$ cat src/rtl/core/sliding_window_latency_stats_top_macros.svh
// Assertion macros for the RTL top level.
`ifndef SLIDING_WINDOW_LATENCY_STATS_TOP_MACROS_SVH
`define SLIDING_WINDOW_LATENCY_STATS_TOP_MACROS_SVH

`ifndef SYNTHESIS
// Same-cycle implication.
`define SWLS_ASSERT_NOW(label, clk, rst, ante, cons) \
   label: assert property (@(posedge clk) disable iff (rst) (ante) |-> (cons)) \
      else $error("assertion failed");
// Next-cycle implication.
`define SWLS_ASSERT_NEXT(label, clk, rst, ante, cons) \
   label: assert property (@(posedge clk) disable iff (rst) (ante) |=> (cons)) \
      else $error("assertion failed");
`else
`define SWLS_ASSERT_NOW(label, clk, rst, ante, cons)
`define SWLS_ASSERT_NEXT(label, clk, rst, ante, cons)
`endif

`endif

$ cat src/rtl/core/swls_pkg.sv
package swls_pkg;

   localparam int WINDOW = 16;
   localparam int DATA_W = 24;
   localparam int HELD_W = 5;
   localparam int AW     = (WINDOW > 2) ? $clog2(WINDOW) : 1;
   localparam int CW     = $clog2(WINDOW + 1);
   localparam int SUMW   = DATA_W + AW;
   localparam int VAR_W  = 2 * DATA_W;
   localparam int SQW    = VAR_W + AW;

   typedef logic [DATA_W-1:0] data_type;
   typedef logic [HELD_W-1:0] held_type;
   typedef logic [AW-1:0]     addr_type;
   typedef logic [CW-1:0]     cnt_type;
   typedef logic [SUMW-1:0]   sum_type;
   typedef logic [VAR_W-1:0]  var_type;
   typedef logic [SQW-1:0]    sq_type;

   typedef enum logic [2:0] {
      ST_IDLE,
      ST_SUM,
      ST_DIV_MEAN,
      ST_DEV,
      ST_DIV_VAR,
      ST_SQRT,
      ST_DONE
   } state_type;

endpackage

$ cat src/rtl/core/swls_if.sv
interface swls_req_if;
   logic               valid;
   logic               ready;
   swls_pkg::data_type latency_us;

   modport source (output valid, output latency_us, input ready);
   modport sink   (input valid, input latency_us, output ready);
endinterface

interface swls_rsp_if;
   logic               valid;
   logic               ready;
   swls_pkg::data_type mean_us;
   swls_pkg::data_type stdev_us;
   swls_pkg::held_type held_count;
   logic               window_full;

   modport source (output valid, output mean_us, output stdev_us, output held_count,
                   output window_full, input ready);
   modport sink   (input valid, input mean_us, input stdev_us, input held_count,
                   input window_full, output ready);
endinterface

$ cat src/rtl/core/swls_ring.sv
module swls_ring (
   input  logic               clock,
   input  logic               wr_en,
   input  swls_pkg::addr_type wr_addr,
   input  swls_pkg::data_type wr_data,
   input  swls_pkg::addr_type rd_addr,
   output swls_pkg::data_type rd_data
);

   swls_pkg::data_type mem [swls_pkg::WINDOW];
   swls_pkg::data_type rd_data_ff;

   always_ff @(posedge clock) begin
      if (wr_en) begin
         mem[wr_addr] <= wr_data;
      end
   end

   always_ff @(posedge clock) begin
      rd_data_ff <= mem[rd_addr];
   end

   assign rd_data = rd_data_ff;

endmodule

$ cat src/rtl/core/swls_div.sv
// Restoring divider, one quotient bit per cycle.
module swls_div (
   input  logic              clock,
   input  logic              reset,
   input  logic              start,
   input  swls_pkg::sq_type  dividend,
   input  swls_pkg::cnt_type divisor,
   output logic              busy,
   output logic              done,
   output swls_pkg::sq_type  quotient
);

   localparam int STEP_W = $clog2(swls_pkg::SQW + 1);

   logic [STEP_W-1:0]  step_ff, step_in;
   logic               busy_ff, busy_in;
   logic               done_ff, done_in;
   swls_pkg::sq_type   quo_ff, quo_in;
   swls_pkg::cnt_type  rem_ff, rem_in;
   logic [swls_pkg::CW:0] trial;
   logic               ge;

   always_comb begin
      trial   = {rem_ff, quo_ff[swls_pkg::SQW-1]};
      ge      = trial >= {1'b0, divisor};
      step_in = step_ff;
      busy_in = busy_ff;
      done_in = 1'b0;
      quo_in  = quo_ff;
      rem_in  = rem_ff;
      if (start) begin
         quo_in  = dividend;
         rem_in  = '0;
         step_in = STEP_W'(swls_pkg::SQW);
         busy_in = 1'b1;
      end else if (busy_ff) begin
         quo_in  = {quo_ff[swls_pkg::SQW-2:0], ge};
         rem_in  = ge ? swls_pkg::cnt_type'(trial - {1'b0, divisor})
                      : swls_pkg::cnt_type'(trial);
         step_in = step_ff - 1'b1;
         if (step_ff == STEP_W'(1)) begin
            busy_in = 1'b0;
            done_in = 1'b1;
         end
      end
   end

   always_ff @(posedge clock) begin
      if (reset) begin
         step_ff <= '0;
         busy_ff <= 1'b0;
         done_ff <= 1'b0;
      end else begin
         step_ff <= step_in;
         busy_ff <= busy_in;
         done_ff <= done_in;
      end
   end

   always_ff @(posedge clock) begin
      quo_ff <= quo_in;
      rem_ff <= rem_in;
   end

   assign busy     = busy_ff;
   assign done     = done_ff;
   assign quotient = quo_ff;

endmodule

$ cat src/rtl/core/swls_isqrt.sv
// Bitwise restoring integer square root, one result bit per cycle.
module swls_isqrt (
   input  logic               clock,
   input  logic               reset,
   input  logic               start,
   input  swls_pkg::var_type  value,
   output logic               done,
   output swls_pkg::data_type root
);

   swls_pkg::var_type        v_ff, v_in;
   swls_pkg::var_type        root_ff, root_in;
   swls_pkg::var_type        bit_ff, bit_in;
   logic                     busy_ff, busy_in;
   logic                     done_ff, done_in;
   logic [swls_pkg::VAR_W:0] trial;
   logic                     ge;

   always_comb begin
      trial   = {1'b0, root_ff} + {1'b0, bit_ff};
      ge      = {1'b0, v_ff} >= trial;
      v_in    = v_ff;
      root_in = root_ff;
      bit_in  = bit_ff;
      busy_in = busy_ff;
      done_in = 1'b0;
      if (start) begin
         v_in    = value;
         root_in = '0;
         bit_in  = swls_pkg::var_type'(1) << (swls_pkg::VAR_W - 2);
         busy_in = 1'b1;
      end else if (busy_ff) begin
         if (ge) begin
            v_in    = swls_pkg::var_type'({1'b0, v_ff} - trial);
            root_in = (root_ff >> 1) + bit_ff;
         end else begin
            root_in = root_ff >> 1;
         end
         bit_in = bit_ff >> 2;
         if (bit_ff[0]) begin
            busy_in = 1'b0;
            done_in = 1'b1;
         end
      end
   end

   always_ff @(posedge clock) begin
      if (reset) begin
         busy_ff <= 1'b0;
         done_ff <= 1'b0;
      end else begin
         busy_ff <= busy_in;
         done_ff <= done_in;
      end
   end

   always_ff @(posedge clock) begin
      v_ff    <= v_in;
      root_ff <= root_in;
      bit_ff  <= bit_in;
   end

   assign done = done_ff;
   assign root = root_ff[swls_pkg::DATA_W-1:0];

endmodule

$ cat src/rtl/core/sliding_window_latency_stats_top.sv
// Sliding-window latency statistics.
// req_ch carries one latency sample (microseconds) per beat; rsp_ch returns one
// beat per sample with the floor mean, floor population standard deviation,
// the number of samples held and a window-full flag. Samples live in a 16-entry
// ring memory; once full, the oldest entry is overwritten.
// Each sample is processed on its own: a read pass over the held entries forms
// the sum, a bit-serial divider yields the mean, a second read pass with one
// multiplier accumulates squared deviations, the same divider yields the
// variance and a bit-serial root unit gives the deviation.
// The two 52-step divisions and the 24-step root dominate the work on a sample.
// A new sample is taken once the previous one has left the datapath, so the
// block does not take a sample while the one before it is still in work.
// The result sits in an output register: while rsp_ch is stalled the next
// sample is still accepted and worked on, and only its final load waits.
// Reset (synchronous) empties the window and drops any pending result; ring
// contents are not cleared, as only written entries are ever read.
`include "sliding_window_latency_stats_top_macros.svh"

module sliding_window_latency_stats_top (
   input logic        clock,
   input logic        reset,
   swls_req_if.sink   req_ch,
   swls_rsp_if.source rsp_ch
);

   swls_pkg::state_type state_ff, state_in;

   swls_pkg::addr_type slot_ff, slot_in;
   swls_pkg::cnt_type  count_ff, count_in;
   swls_pkg::cnt_type  rd_cnt_ff, rd_cnt_in;
   logic               rd_vld_ff, rd_vld_in;
   logic               prod_vld_ff, prod_vld_in;
   swls_pkg::sum_type  sum_ff, sum_in;
   swls_pkg::sq_type   sq_ff, sq_in;
   swls_pkg::data_type mean_ff, mean_in;
   swls_pkg::var_type  prod_ff, prod_in;

   logic               out_vld_ff, out_vld_in;
   swls_pkg::data_type out_mean_ff, out_mean_in;
   swls_pkg::data_type out_stdev_ff, out_stdev_in;
   swls_pkg::held_type out_held_ff, out_held_in;
   logic               out_full_ff, out_full_in;

   logic               req_fire, rsp_fire, out_free;
   logic               issue, pass_done;
   logic               div_start, div_busy, div_done;
   logic               sqrt_start, sqrt_done, load_out;
   swls_pkg::sq_type   div_dividend, div_quotient;
   swls_pkg::data_type rd_data, stdev;
   swls_pkg::data_type dev_abs;

   assign req_fire  = req_ch.valid && req_ch.ready;
   assign rsp_fire  = rsp_ch.valid && rsp_ch.ready;
   assign out_free  = !out_vld_ff || rsp_ch.ready;
   assign pass_done = (rd_cnt_ff == count_ff) && !rd_vld_ff && !prod_vld_ff;

   // Next state.
   always_comb begin
      state_in = state_ff;
      case (state_ff)
         swls_pkg::ST_IDLE:     if (req_fire)  state_in = swls_pkg::ST_SUM;
         swls_pkg::ST_SUM:      if (pass_done) state_in = swls_pkg::ST_DIV_MEAN;
         swls_pkg::ST_DIV_MEAN: if (div_done)  state_in = swls_pkg::ST_DEV;
         swls_pkg::ST_DEV:      if (pass_done) state_in = swls_pkg::ST_DIV_VAR;
         swls_pkg::ST_DIV_VAR:  if (div_done)  state_in = swls_pkg::ST_SQRT;
         swls_pkg::ST_SQRT:     if (sqrt_done) state_in = swls_pkg::ST_DONE;
         swls_pkg::ST_DONE:     if (out_free)  state_in = swls_pkg::ST_IDLE;
         default:                              state_in = swls_pkg::ST_IDLE;
      endcase
   end

   // FSM outputs.
   always_comb begin
      req_ch.ready = 1'b0;
      issue        = 1'b0;
      div_start    = 1'b0;
      sqrt_start   = 1'b0;
      load_out     = 1'b0;
      case (state_ff)
         swls_pkg::ST_IDLE:     req_ch.ready = 1'b1;
         swls_pkg::ST_SUM: begin
            issue     = rd_cnt_ff != count_ff;
            div_start = pass_done;
         end
         swls_pkg::ST_DEV: begin
            issue     = rd_cnt_ff != count_ff;
            div_start = pass_done;
         end
         swls_pkg::ST_DIV_VAR:  sqrt_start = div_done;
         swls_pkg::ST_DONE:     load_out   = out_free;
         default: begin
         end
      endcase
   end

   // Datapath next values.
   always_comb begin
      slot_in     = slot_ff;
      count_in    = count_ff;
      rd_cnt_in   = rd_cnt_ff;
      rd_vld_in   = issue;
      sum_in      = sum_ff;
      sq_in       = sq_ff;
      mean_in     = mean_ff;
      dev_abs     = (rd_data >= mean_ff) ? rd_data - mean_ff : mean_ff - rd_data;
      prod_in     = swls_pkg::var_type'(dev_abs) * swls_pkg::var_type'(dev_abs);
      prod_vld_in = rd_vld_ff && (state_ff == swls_pkg::ST_DEV);

      if (req_fire) begin
         // Write the new sample, advance the slot, grow the count to the window, restart the read count and sum.
         slot_in   = (slot_ff == swls_pkg::addr_type'(swls_pkg::WINDOW - 1))
                     ? '0 : slot_ff + 1'b1;
         if (count_ff != swls_pkg::cnt_type'(swls_pkg::WINDOW)) begin
            count_in = count_ff + 1'b1;
         end
         rd_cnt_in = '0;
         sum_in    = '0;
      end
      if (issue) begin
         rd_cnt_in = rd_cnt_ff + 1'b1;
      end
      if (rd_vld_ff && (state_ff == swls_pkg::ST_SUM)) begin
         sum_in = sum_ff + swls_pkg::sum_type'(rd_data);
      end
      if ((state_ff == swls_pkg::ST_DIV_MEAN) && div_done) begin
         mean_in   = div_quotient[swls_pkg::DATA_W-1:0];
         rd_cnt_in = '0;
         sq_in     = '0;
      end
      if (prod_vld_ff) begin
         sq_in = sq_ff + swls_pkg::sq_type'(prod_ff);
      end
   end

   // Output register: hold until taken, load when free.
   always_comb begin
      out_vld_in   = out_vld_ff;
      out_mean_in  = out_mean_ff;
      out_stdev_in = out_stdev_ff;
      out_held_in  = out_held_ff;
      out_full_in  = out_full_ff;
      if (rsp_fire) begin
         out_vld_in = 1'b0;
      end
      if (load_out) begin
         out_vld_in   = 1'b1;
         out_mean_in  = mean_ff;
         out_stdev_in = stdev;
         out_held_in  = swls_pkg::held_type'(count_ff);
         out_full_in  = count_ff == swls_pkg::cnt_type'(swls_pkg::WINDOW);
      end
   end

   always_ff @(posedge clock) begin
      if (reset) begin
         state_ff    <= swls_pkg::ST_IDLE;
         slot_ff     <= '0;
         count_ff    <= '0;
         rd_cnt_ff   <= '0;
         rd_vld_ff   <= 1'b0;
         prod_vld_ff <= 1'b0;
         out_vld_ff  <= 1'b0;
      end else begin
         state_ff    <= state_in;
         slot_ff     <= slot_in;
         count_ff    <= count_in;
         rd_cnt_ff   <= rd_cnt_in;
         rd_vld_ff   <= rd_vld_in;
         prod_vld_ff <= prod_vld_in;
         out_vld_ff  <= out_vld_in;
      end
   end

   always_ff @(posedge clock) begin
      sum_ff       <= sum_in;
      sq_ff        <= sq_in;
      mean_ff      <= mean_in;
      prod_ff      <= prod_in;
      out_mean_ff  <= out_mean_in;
      out_stdev_ff <= out_stdev_in;
      out_held_ff  <= out_held_in;
      out_full_ff  <= out_full_in;
   end

   assign div_dividend = (state_ff == swls_pkg::ST_SUM) ? swls_pkg::sq_type'(sum_ff) : sq_ff;

   swls_ring u_ring (
      .clock   (clock),
      .wr_en   (req_fire),
      .wr_addr (slot_ff),
      .wr_data (req_ch.latency_us),
      .rd_addr (rd_cnt_ff[swls_pkg::AW-1:0]),
      .rd_data (rd_data)
   );

   swls_div u_div (
      .clock    (clock),
      .reset    (reset),
      .start    (div_start),
      .dividend (div_dividend),
      .divisor  (count_ff),
      .busy     (div_busy),
      .done     (div_done),
      .quotient (div_quotient)
   );

   swls_isqrt u_isqrt (
      .clock (clock),
      .reset (reset),
      .start (sqrt_start),
      .value (div_quotient[swls_pkg::VAR_W-1:0]),
      .done  (sqrt_done),
      .root  (stdev)
   );

   assign rsp_ch.valid       = out_vld_ff;
   assign rsp_ch.mean_us     = out_mean_ff;
   assign rsp_ch.stdev_us    = out_stdev_ff;
   assign rsp_ch.held_count  = out_held_ff;
   assign rsp_ch.window_full = out_full_ff;

   `SWLS_ASSERT_NEXT(a_accept_starts_sum, clock, reset, req_fire, state_ff == swls_pkg::ST_SUM)
   `SWLS_ASSERT_NOW(a_count_bound, clock, reset, 1'b1,
                    count_ff <= swls_pkg::cnt_type'(swls_pkg::WINDOW))
   `SWLS_ASSERT_NOW(a_reads_within_count, clock, reset, 1'b1, rd_cnt_ff <= count_ff)
   `SWLS_ASSERT_NOW(a_div_start_idle, clock, reset, div_start, !div_busy)

endmodule

$ cat src/flat_wrapper.sv
// flat-port wrapper written by rule: the top's interface ports become plain ports
module sliding_window_latency_stats_top_flat 
  (clock, reset, req_ch_valid, req_ch_latency_us, req_ch_ready, rsp_ch_valid, rsp_ch_mean_us, rsp_ch_stdev_us, rsp_ch_held_count, rsp_ch_window_full, rsp_ch_ready);
  swls_req_if req_ch_i ();
  swls_rsp_if rsp_ch_i ();
  input logic clock;
  input logic reset;
  input wire logic [$bits(req_ch_i.valid)-1:0] req_ch_valid;
  input wire logic [$bits(req_ch_i.latency_us)-1:0] req_ch_latency_us;
  output wire logic [$bits(req_ch_i.ready)-1:0] req_ch_ready;
  output wire logic [$bits(rsp_ch_i.valid)-1:0] rsp_ch_valid;
  output wire logic [$bits(rsp_ch_i.mean_us)-1:0] rsp_ch_mean_us;
  output wire logic [$bits(rsp_ch_i.stdev_us)-1:0] rsp_ch_stdev_us;
  output wire logic [$bits(rsp_ch_i.held_count)-1:0] rsp_ch_held_count;
  output wire logic [$bits(rsp_ch_i.window_full)-1:0] rsp_ch_window_full;
  input wire logic [$bits(rsp_ch_i.ready)-1:0] rsp_ch_ready;
  assign req_ch_i.valid = req_ch_valid;
  assign req_ch_i.latency_us = req_ch_latency_us;
  assign req_ch_ready = req_ch_i.ready;
  assign rsp_ch_valid = rsp_ch_i.valid;
  assign rsp_ch_mean_us = rsp_ch_i.mean_us;
  assign rsp_ch_stdev_us = rsp_ch_i.stdev_us;
  assign rsp_ch_held_count = rsp_ch_i.held_count;
  assign rsp_ch_window_full = rsp_ch_i.window_full;
  assign rsp_ch_i.ready = rsp_ch_ready;
  sliding_window_latency_stats_top u_core (.clock(clock), .reset(reset), .req_ch(req_ch_i), .rsp_ch(rsp_ch_i));
endmodule
$ cat config.mk
export PLATFORM = sky130hd
export DESIGN_NAME = sliding_window_latency_stats_top_flat
export DESIGN_NICKNAME = d
export VERILOG_FILES = /design/src/rtl/core/swls_pkg.sv /design/src/rtl/core/swls_if.sv /design/src/rtl/core/swls_ring.sv /design/src/rtl/core/swls_div.sv /design/src/rtl/core/swls_isqrt.sv /design/src/rtl/core/sliding_window_latency_stats_top.sv /design/src/flat_wrapper.sv
export VERILOG_INCLUDE_DIRS = /design/src /design/src/rtl/core
export SDC_FILE = /design/constraint.sdc
export NUM_CORES = 2
export LEC_CHECK = 0
export ABC_CLOCK_PERIOD_IN_PS = 13200
export BUFFER_PORTS_ARGS = -buffer_cell sky130_fd_sc_hd__buf_2
export CORE_UTILIZATION = 42
export CTS_BUF_LIST = sky130_fd_sc_hd__clkbuf_2 sky130_fd_sc_hd__clkbuf_4 sky130_fd_sc_hd__clkbuf_8
export CTS_CLUSTER_SIZE = 16
export DETAILED_ROUTE_END_ITERATION = 8
export PLACE_DENSITY = 0.69
export SLEW_MARGIN = 0
export SYNTH_ARGS = -nofsm -noshare
export SYNTH_HDL_FRONTEND = slang
export SYNTH_HIERARCHICAL = 1
export SYNTH_SLANG_ARGS = --single-unit
$ cat constraint.sdc
create_clock -name clock -period 13.2 [get_ports clock]
set_input_delay 0 -clock clock [delete_from_list [all_inputs] [get_ports clock]]
set_output_delay 0 -clock clock [all_outputs]
set_load 0.005 [all_outputs]
* After elaboration in Yosys (flattened, before gate mapping)
Memory sizes are Yosys's and may differ from the RTL's. A register that Yosys moved wholly into a read port is not among the register bits.
Cells that the tools add are included.
** Word-level totals
- Flip-flop bits (word level) :: 413
- RAM bits :: 384
- Input port bits :: 28
- Output and inout bits :: 56
- Word-level logic and storage cells :: 134
- Memories kept :: 1
** Memory list
- u_core.u_ring.mem :: depth 16, width 24, read ports 1, clocked after memory_dff 1, wr ports 1, line swls_ring.sv:10 : swls_pkg::data_type mem [swls_pkg::WINDOW];
** Operators by class
- Add/subtract/negate cells :: 12
- $mul :: 1
- $lt $le $gt $ge :: 3
- Eq/ne operators :: 19
- Mux-type cells :: 43
- Bitwise logic cells :: 2
- Reduce and logical (&&, ||, !) cells :: 27
** Operators by type and width (number)
- two-way mux 52 bit :: 5
- two-way mux 48 bit :: 4
- two-way mux 28 bit :: 2
- adder 52 x 48 -> 52 bit :: 1
- adder 48 x 47 -> 49 bit :: 1
- >= comparator 48 x 49 -> 1 bit :: 1
- adder 47 x 47 -> 48 bit :: 1
- multiplier 24 x 24 -> 48 bit :: 1
- subtractor 24 bit :: 2
- subtractor 48 bit :: 1
- adder 28 x 24 -> 28 bit :: 1
- >= comparator 24 bit :: 1
- two-way mux 24 bit :: 1
- two-way mux 3 bit :: 7
- one-hot mux 3 bit (7 select lines) :: 1
- two-way mux 1 bit :: 17
- two-way mux 5 bit :: 3
- nonzero test 2 bit :: 7
- two-way mux 6 bit :: 2
- adder 5 x 1 -> 5 bit (second input constant) :: 2
- == test 3 bit (second input constant) :: 3
- inequality test 2 x 1 -> 1 bit (second input constant) :: 4
- logical AND 1 bit :: 7
- AND reduction 7 bit :: 1
- 21 further kinds :: 31

* Depth between registers and ports, before layout
- Depth after elaboration :: 5
- Gate-level depth with buffers :: 43
- Gate-level depth less buffers :: 40

* Cells and area by module
Netlist, hierarchy kept.
** By module, submodules not included
- sliding_window_latency_stats_top :: times used 1, cells an instance 3216, area each 30118.9 sq um
- swls_ring :: times used 1, cells an instance 636, area each 14930.6 sq um
- swls_isqrt :: times used 1, cells an instance 1430, area each 11509.8 sq um
- swls_div :: times used 1, cells an instance 205, area each 3000.4 sq um

* Worst setup path before layout
No wires, ideal clock.
- Path kind :: reg2reg
- From :: register u_core.mean_ff[12]
- To :: register u_core.prod_ff[46]
- Arrival time :: 9.517 ns
- Required time :: 13.128 ns
- Path slack :: 3.611 ns
- Stages on the path, launching flop included :: 36
- Buffers on the path :: 4
- Period minus slack after synthesis :: 9.589 ns
- Cell sequence :: edfxtp_1 inv_1 ha_1 buf_4 nand4_2 a211oi_1 o21ai_1 a2111o_2 and2_1 buf_6 buf_4 o31ai_1 xnor2_1 clkbuf_1 inv_1 nor2_1 fa_1 fa_1 fa_1 fa_1 fa_1 fa_1 inv_1 fa_1 inv_1 ha_1 or4_1 a21oi_1 o21ai_0 a311oi_1 a31oi_1 a221oi_2 a21boi_1 and2_1 a311oi_1 xnor2_1
** On the way
- Word-level cells in the longest chain between the ends :: 3
- Elaborated cells between the ends (all ways) :: 5
- Those cells by class :: 2 x add/sub; 1 x mul; 1 x order compare; 1 x mux
** Ends and longest elaborated chain
- from (decl) :: line sliding_window_latency_stats_top.sv:35 : swls_pkg::data_type mean_ff, mean_in;
- from (signal assigned) :: line sliding_window_latency_stats_top.sv:177 : mean_ff <= mean_in;
- subtractor 24 bit or >= comparator 24 bit (tied branches) :: line sliding_window_latency_stats_top.sv:105 : dev_abs = (rd_data >= mean_ff) ? rd_data - mean_ff : mean_ff - rd_data;
- two-way mux 24 bit * :: line sliding_window_latency_stats_top.sv:105
- multiplier 24 x 24 -> 48 bit * :: line sliding_window_latency_stats_top.sv:106 : prod_in = swls_pkg::var_type'(dev_abs) * swls_pkg::var_type'(dev_abs);
- net u_core.prod_in[46] :: line sliding_window_latency_stats_top.sv:36 : swls_pkg::var_type prod_ff, prod_in;
- to (signal assigned) :: line sliding_window_latency_stats_top.sv:178 : prod_ff <= prod_in;
- to (decl) :: line sliding_window_latency_stats_top.sv:36
Mark *: on every way through the listed nets, which the timed path passes. The rest lies on a longest branch.
A chain may end at the register's enable or synchronous reset.

* Final worst setup path
- From :: register u_core.mean_ff[9]
- To :: register u_core.prod_ff[44]
The elaborated chain is that of the path after synthesis.

==> results.sh <==
export IMPL_fin_worst_skew_ps=49.3
export IMPL_endpoint_kind="register"
export IMPL_synth_area_per_cell_um2=10.9
export IMPL_fp_dieArea_mm2=0.143
export IMPL_syn2layout_area_growth_pct=9.22
export IMPL_synthArstFlopShare_pct=0
export IMPL_ys_seq_area_share_pct=38.4
export IMPL_cts_max_path_buffers=3
export IMPL_synth_flop_cell="edfxtp_1"
export IMPL_overflow=0
export IMPL_rr_startpoint="u_core/mean_ff[9]"
export IMPL_die_x_um=379
export IMPL_critPathMaxFanout=17
export IMPL_slowest_delay_ps=580
export IMPL_cts_reportedPaths_clkPinSlew_ps=60
export IMPL_final_period_utilization_pct=86.6
export IMPL_slew_viol_final=0
export IMPL_drt_wl_total_mm=158
export IMPL_setup_viol=0
export IMPL_critPathSlowestCell="a2111o_2"
export IMPL_ant_nets=0
export IMPL_wire_per_inst_um=20.9
export IMPL_crit_end="u_core/prod_ff[44]"
export IMPL_final_nets=6438
export IMPL_portBuffers=83
export IMPL_track_usage_pct=22.1
export IMPL_crit_type="reg2reg"
export IMPL_fin_crit_ps=11430
export IMPL_antenna_found_initial=12
export IMPL_htreeDepth=4
export IMPL_rsz0062_at_grt="no"
export IMPL_vias=41900
export IMPL_first_pass_iters=5
export IMPL_grt_pass1_wl_mm=242
export IMPL_syn_inst=5487
export IMPL_clock_fmax_mhz=87.5
export IMPL_relSlewSlack_pct=25.5
export IMPL_gp_congestion=0.972
export IMPL_core_rowCount=137
export IMPL_grt_pass1_vias=42100
export IMPL_synth_edff_count=642
export IMPL_cp_data_arrival_time_ps=12200
export IMPL_numCtsBuffers=139
export IMPL_critPathRequiredTime_ps=13970
export IMPL_insertion_delay_ps=870
export IMPL_initial_core_util_pct=42.5
export IMPL_core_area_mm2=0.140
export IMPL_min_path_type="in2reg"
export IMPL_synth_cell_area_mm2=0.0596
export IMPL_ys_ff_latch=820
export IMPL_die_y_um=379
export IMPL_cts_resized=0
export IMPL_worst_pin_slew_ps=1100
export IMPL_reg2reg_to="u_core/prod_ff[44]"
export IMPL_cts_sinks=820
export IMPL_hpwlAfterDp_mm=116
export IMPL_fillers=12700
export IMPL_hold_viol_final=0
export IMPL_synth_nets=6352
export IMPL_status="complete, no violations"
export IMPL_root_buffer="clkbuf_8"
export IMPL_synth_cell_types=121
export IMPL_startpoint="u_core/mean_ff[9]"
export IMPL_cap_viol_max_count=0
export IMPL_setup_ws_ps=1770
export IMPL_drc_errors=0
export IMPL_drtIter0Drc=3441
export IMPL_grt_max_degree=67
export IMPL_start_kind="register"
export IMPL_drive_gt1_share_pct=12.5
export IMPL_ioPinCount=84
export IMPL_cts_tree="done"
export IMPL_tns_ps=0
export IMPL_r2r_cells=37
export IMPL_viasPerCell=5.54
export IMPL_rrSetupSlack_ps=1770
export IMPL_place_worst_setup_slack_ps=1860
export IMPL_synth_warnings=6
-- critical path: cells and delay by family (launching register included) --
kind / cells / cell delay, ps
AOI/OAI and AO/OA: 13 / 3530
xor gates and xnor gates: 2 / 250
adders and majority gates: 9 / 4410
buffers and inverters: 8 / 1030
DFF: 1 / 370
muxes: 1 / 440
and+or+nand+nor: 4 / 1340
-- placed cells by master, fill, tap and decap left out, types with 20 or more instances in the layout --
cell type and count:
a21o_1 105, buf_4 63, nand3_1 76, or3_1 38, a31oi_1 61, edfxtp_1 642
a21oi_1 234, nor2b_1 63, clkinv_1 32, o21a_1 23, o211ai_1 23, and3_1 33
clkbuf_4 40, nor3_1 45, nor2_1 484, o21ai_0 185, nand4_1 48, a311oi_1 20
xor2_1 109, dlygate4sd3_1 34, ha_1 399, dfxtp_1 175, inv_1 716, xnor2_1 120
o21ai_1 24, mux2_2 91, a22oi_1 53, clkbuf_8 152, nand2_1 433, buf_2 83
fa_1 438, mux2i_1 44, and2_1 33, mux4_2 96, nand2b_1 40, a211oi_1 31
o21bai_1 43
-- metrics by stage --
stage / instance area, µm² / instances / util (%) / hold WS [ps]
final: 65100 / 7567 / 46.5 / 69.9
after global routing: 65000 / 7564 / 46.4 / 56.3
after CTS: 65000 / 7562 / 46.4 / 3.69
after detailed placement: 61800 / 7274 / 44.1 / 345
after global placement: 61800 / 7274 / 44.1 / 337
after floorplan: 59600 / 5487 / - / 69.1
-- flip-flops by register name, indices dropped and copies added, names as in the netlist, 24 cells and up --
register and count:
u_core/mean_ff 24, u_core/prod_ff 47, u_core/rsp_ch.mean_us 24, u_core/rsp_ch.stdev_us 24, u_core/sq_ff 52, u_core/sum_ff 28, u_core/u_div/quotient 52, u_core/u_isqrt/bit_ff 24
u_core/u_isqrt/root_ff 48, u_core/u_isqrt/v_ff 48, u_core/u_ring/mem 384, u_core/u_ring/rd_data 24
-- Yosys cell counts, types with 65 or more instances --
cell type  instances  area share [%]
ha_1             399             8.4
fa_1             438              15
nand2_1          434             2.7
o21ai_0          187             1.6
dfxtp_1          178             6.0
edfxtp_1         642              32
nand3_1           76            0.64
nor2b_1           65            0.68
clkbuf_1         124            0.78
inv_1            716             4.5
a21o_1           105             1.3
mux2_2            91             1.7
mux4_2            96             3.6
xor2_1           111             1.6
xnor2_1          123             1.8
nor2_1           501             3.2
a21oi_1          234             2.0
-- worst min path at each step --
stage / from / to / slack (ps) / depth (start not counted)
global placement: rsp_ch_ready / u_core/rsp_ch.valid / 340 / 3
finish: req_ch_latency_us[18] / u_core/u_ring/mem[13][18] / 70 / 2
global route: req_ch_latency_us[5] / u_core/u_ring/mem[4][5] / 60 / 2
floorplan: reset / u_core/rsp_ch.valid / 70 / 1
detailed placement: rsp_ch_ready / u_core/rsp_ch.valid / 350 / 3
CTS: req_ch_latency_us[10] / u_core/u_ring/mem[9][10] / 4 / 2
-- final cells by class --
type                            count  area (µm²)  area share (%)
Multi-Input combinational cell   3705       32900            50.6
Sequential cell                   820       22900            35.1
Inverter                          727        2730            4.20
Clock buffer                      192        2390            3.68
Tap cell                         1876        2350            3.61
Timing Repair Buffer              180        1230            1.89
Clock inverter                     62         553           0.850
Antenna cell                        5        12.5          0.0192
-- layer usage --
layer	vias to the layer above	wire length [µm]	GRT usage, %	share of wire (%)
li1	19300	-	-	-
met1	20700	65200	28.3	41
met2	1585	73400	35.8	46
met3	297	14500	6.32	9.2
met4	4	5040	7.73	3.2
met5	-	18	0	0.011
-- timing repair --
item,in CTS,in global routing
hold buffers,34,0
hold endpoints to repair,414,0
buffers inserted,0,0
-- kinds of logic after synthesis --
logic type,count (synthesis),synth area share (%)
AND/OR/NAND/NOR,1390,10.6
AO/OA/AOI/OAI,1004,11.5
buffers and inverters,962,6.63
adder cells (fa/ha/maj),837,23.1
flip-flops,820,38.4
XOR/XNOR,241,3.66
multiplexers,233,6.13
Power is left out: the tool's default activity adds up to more than one toggle a clock period on the data nets, which glitch-free logic cannot reach.
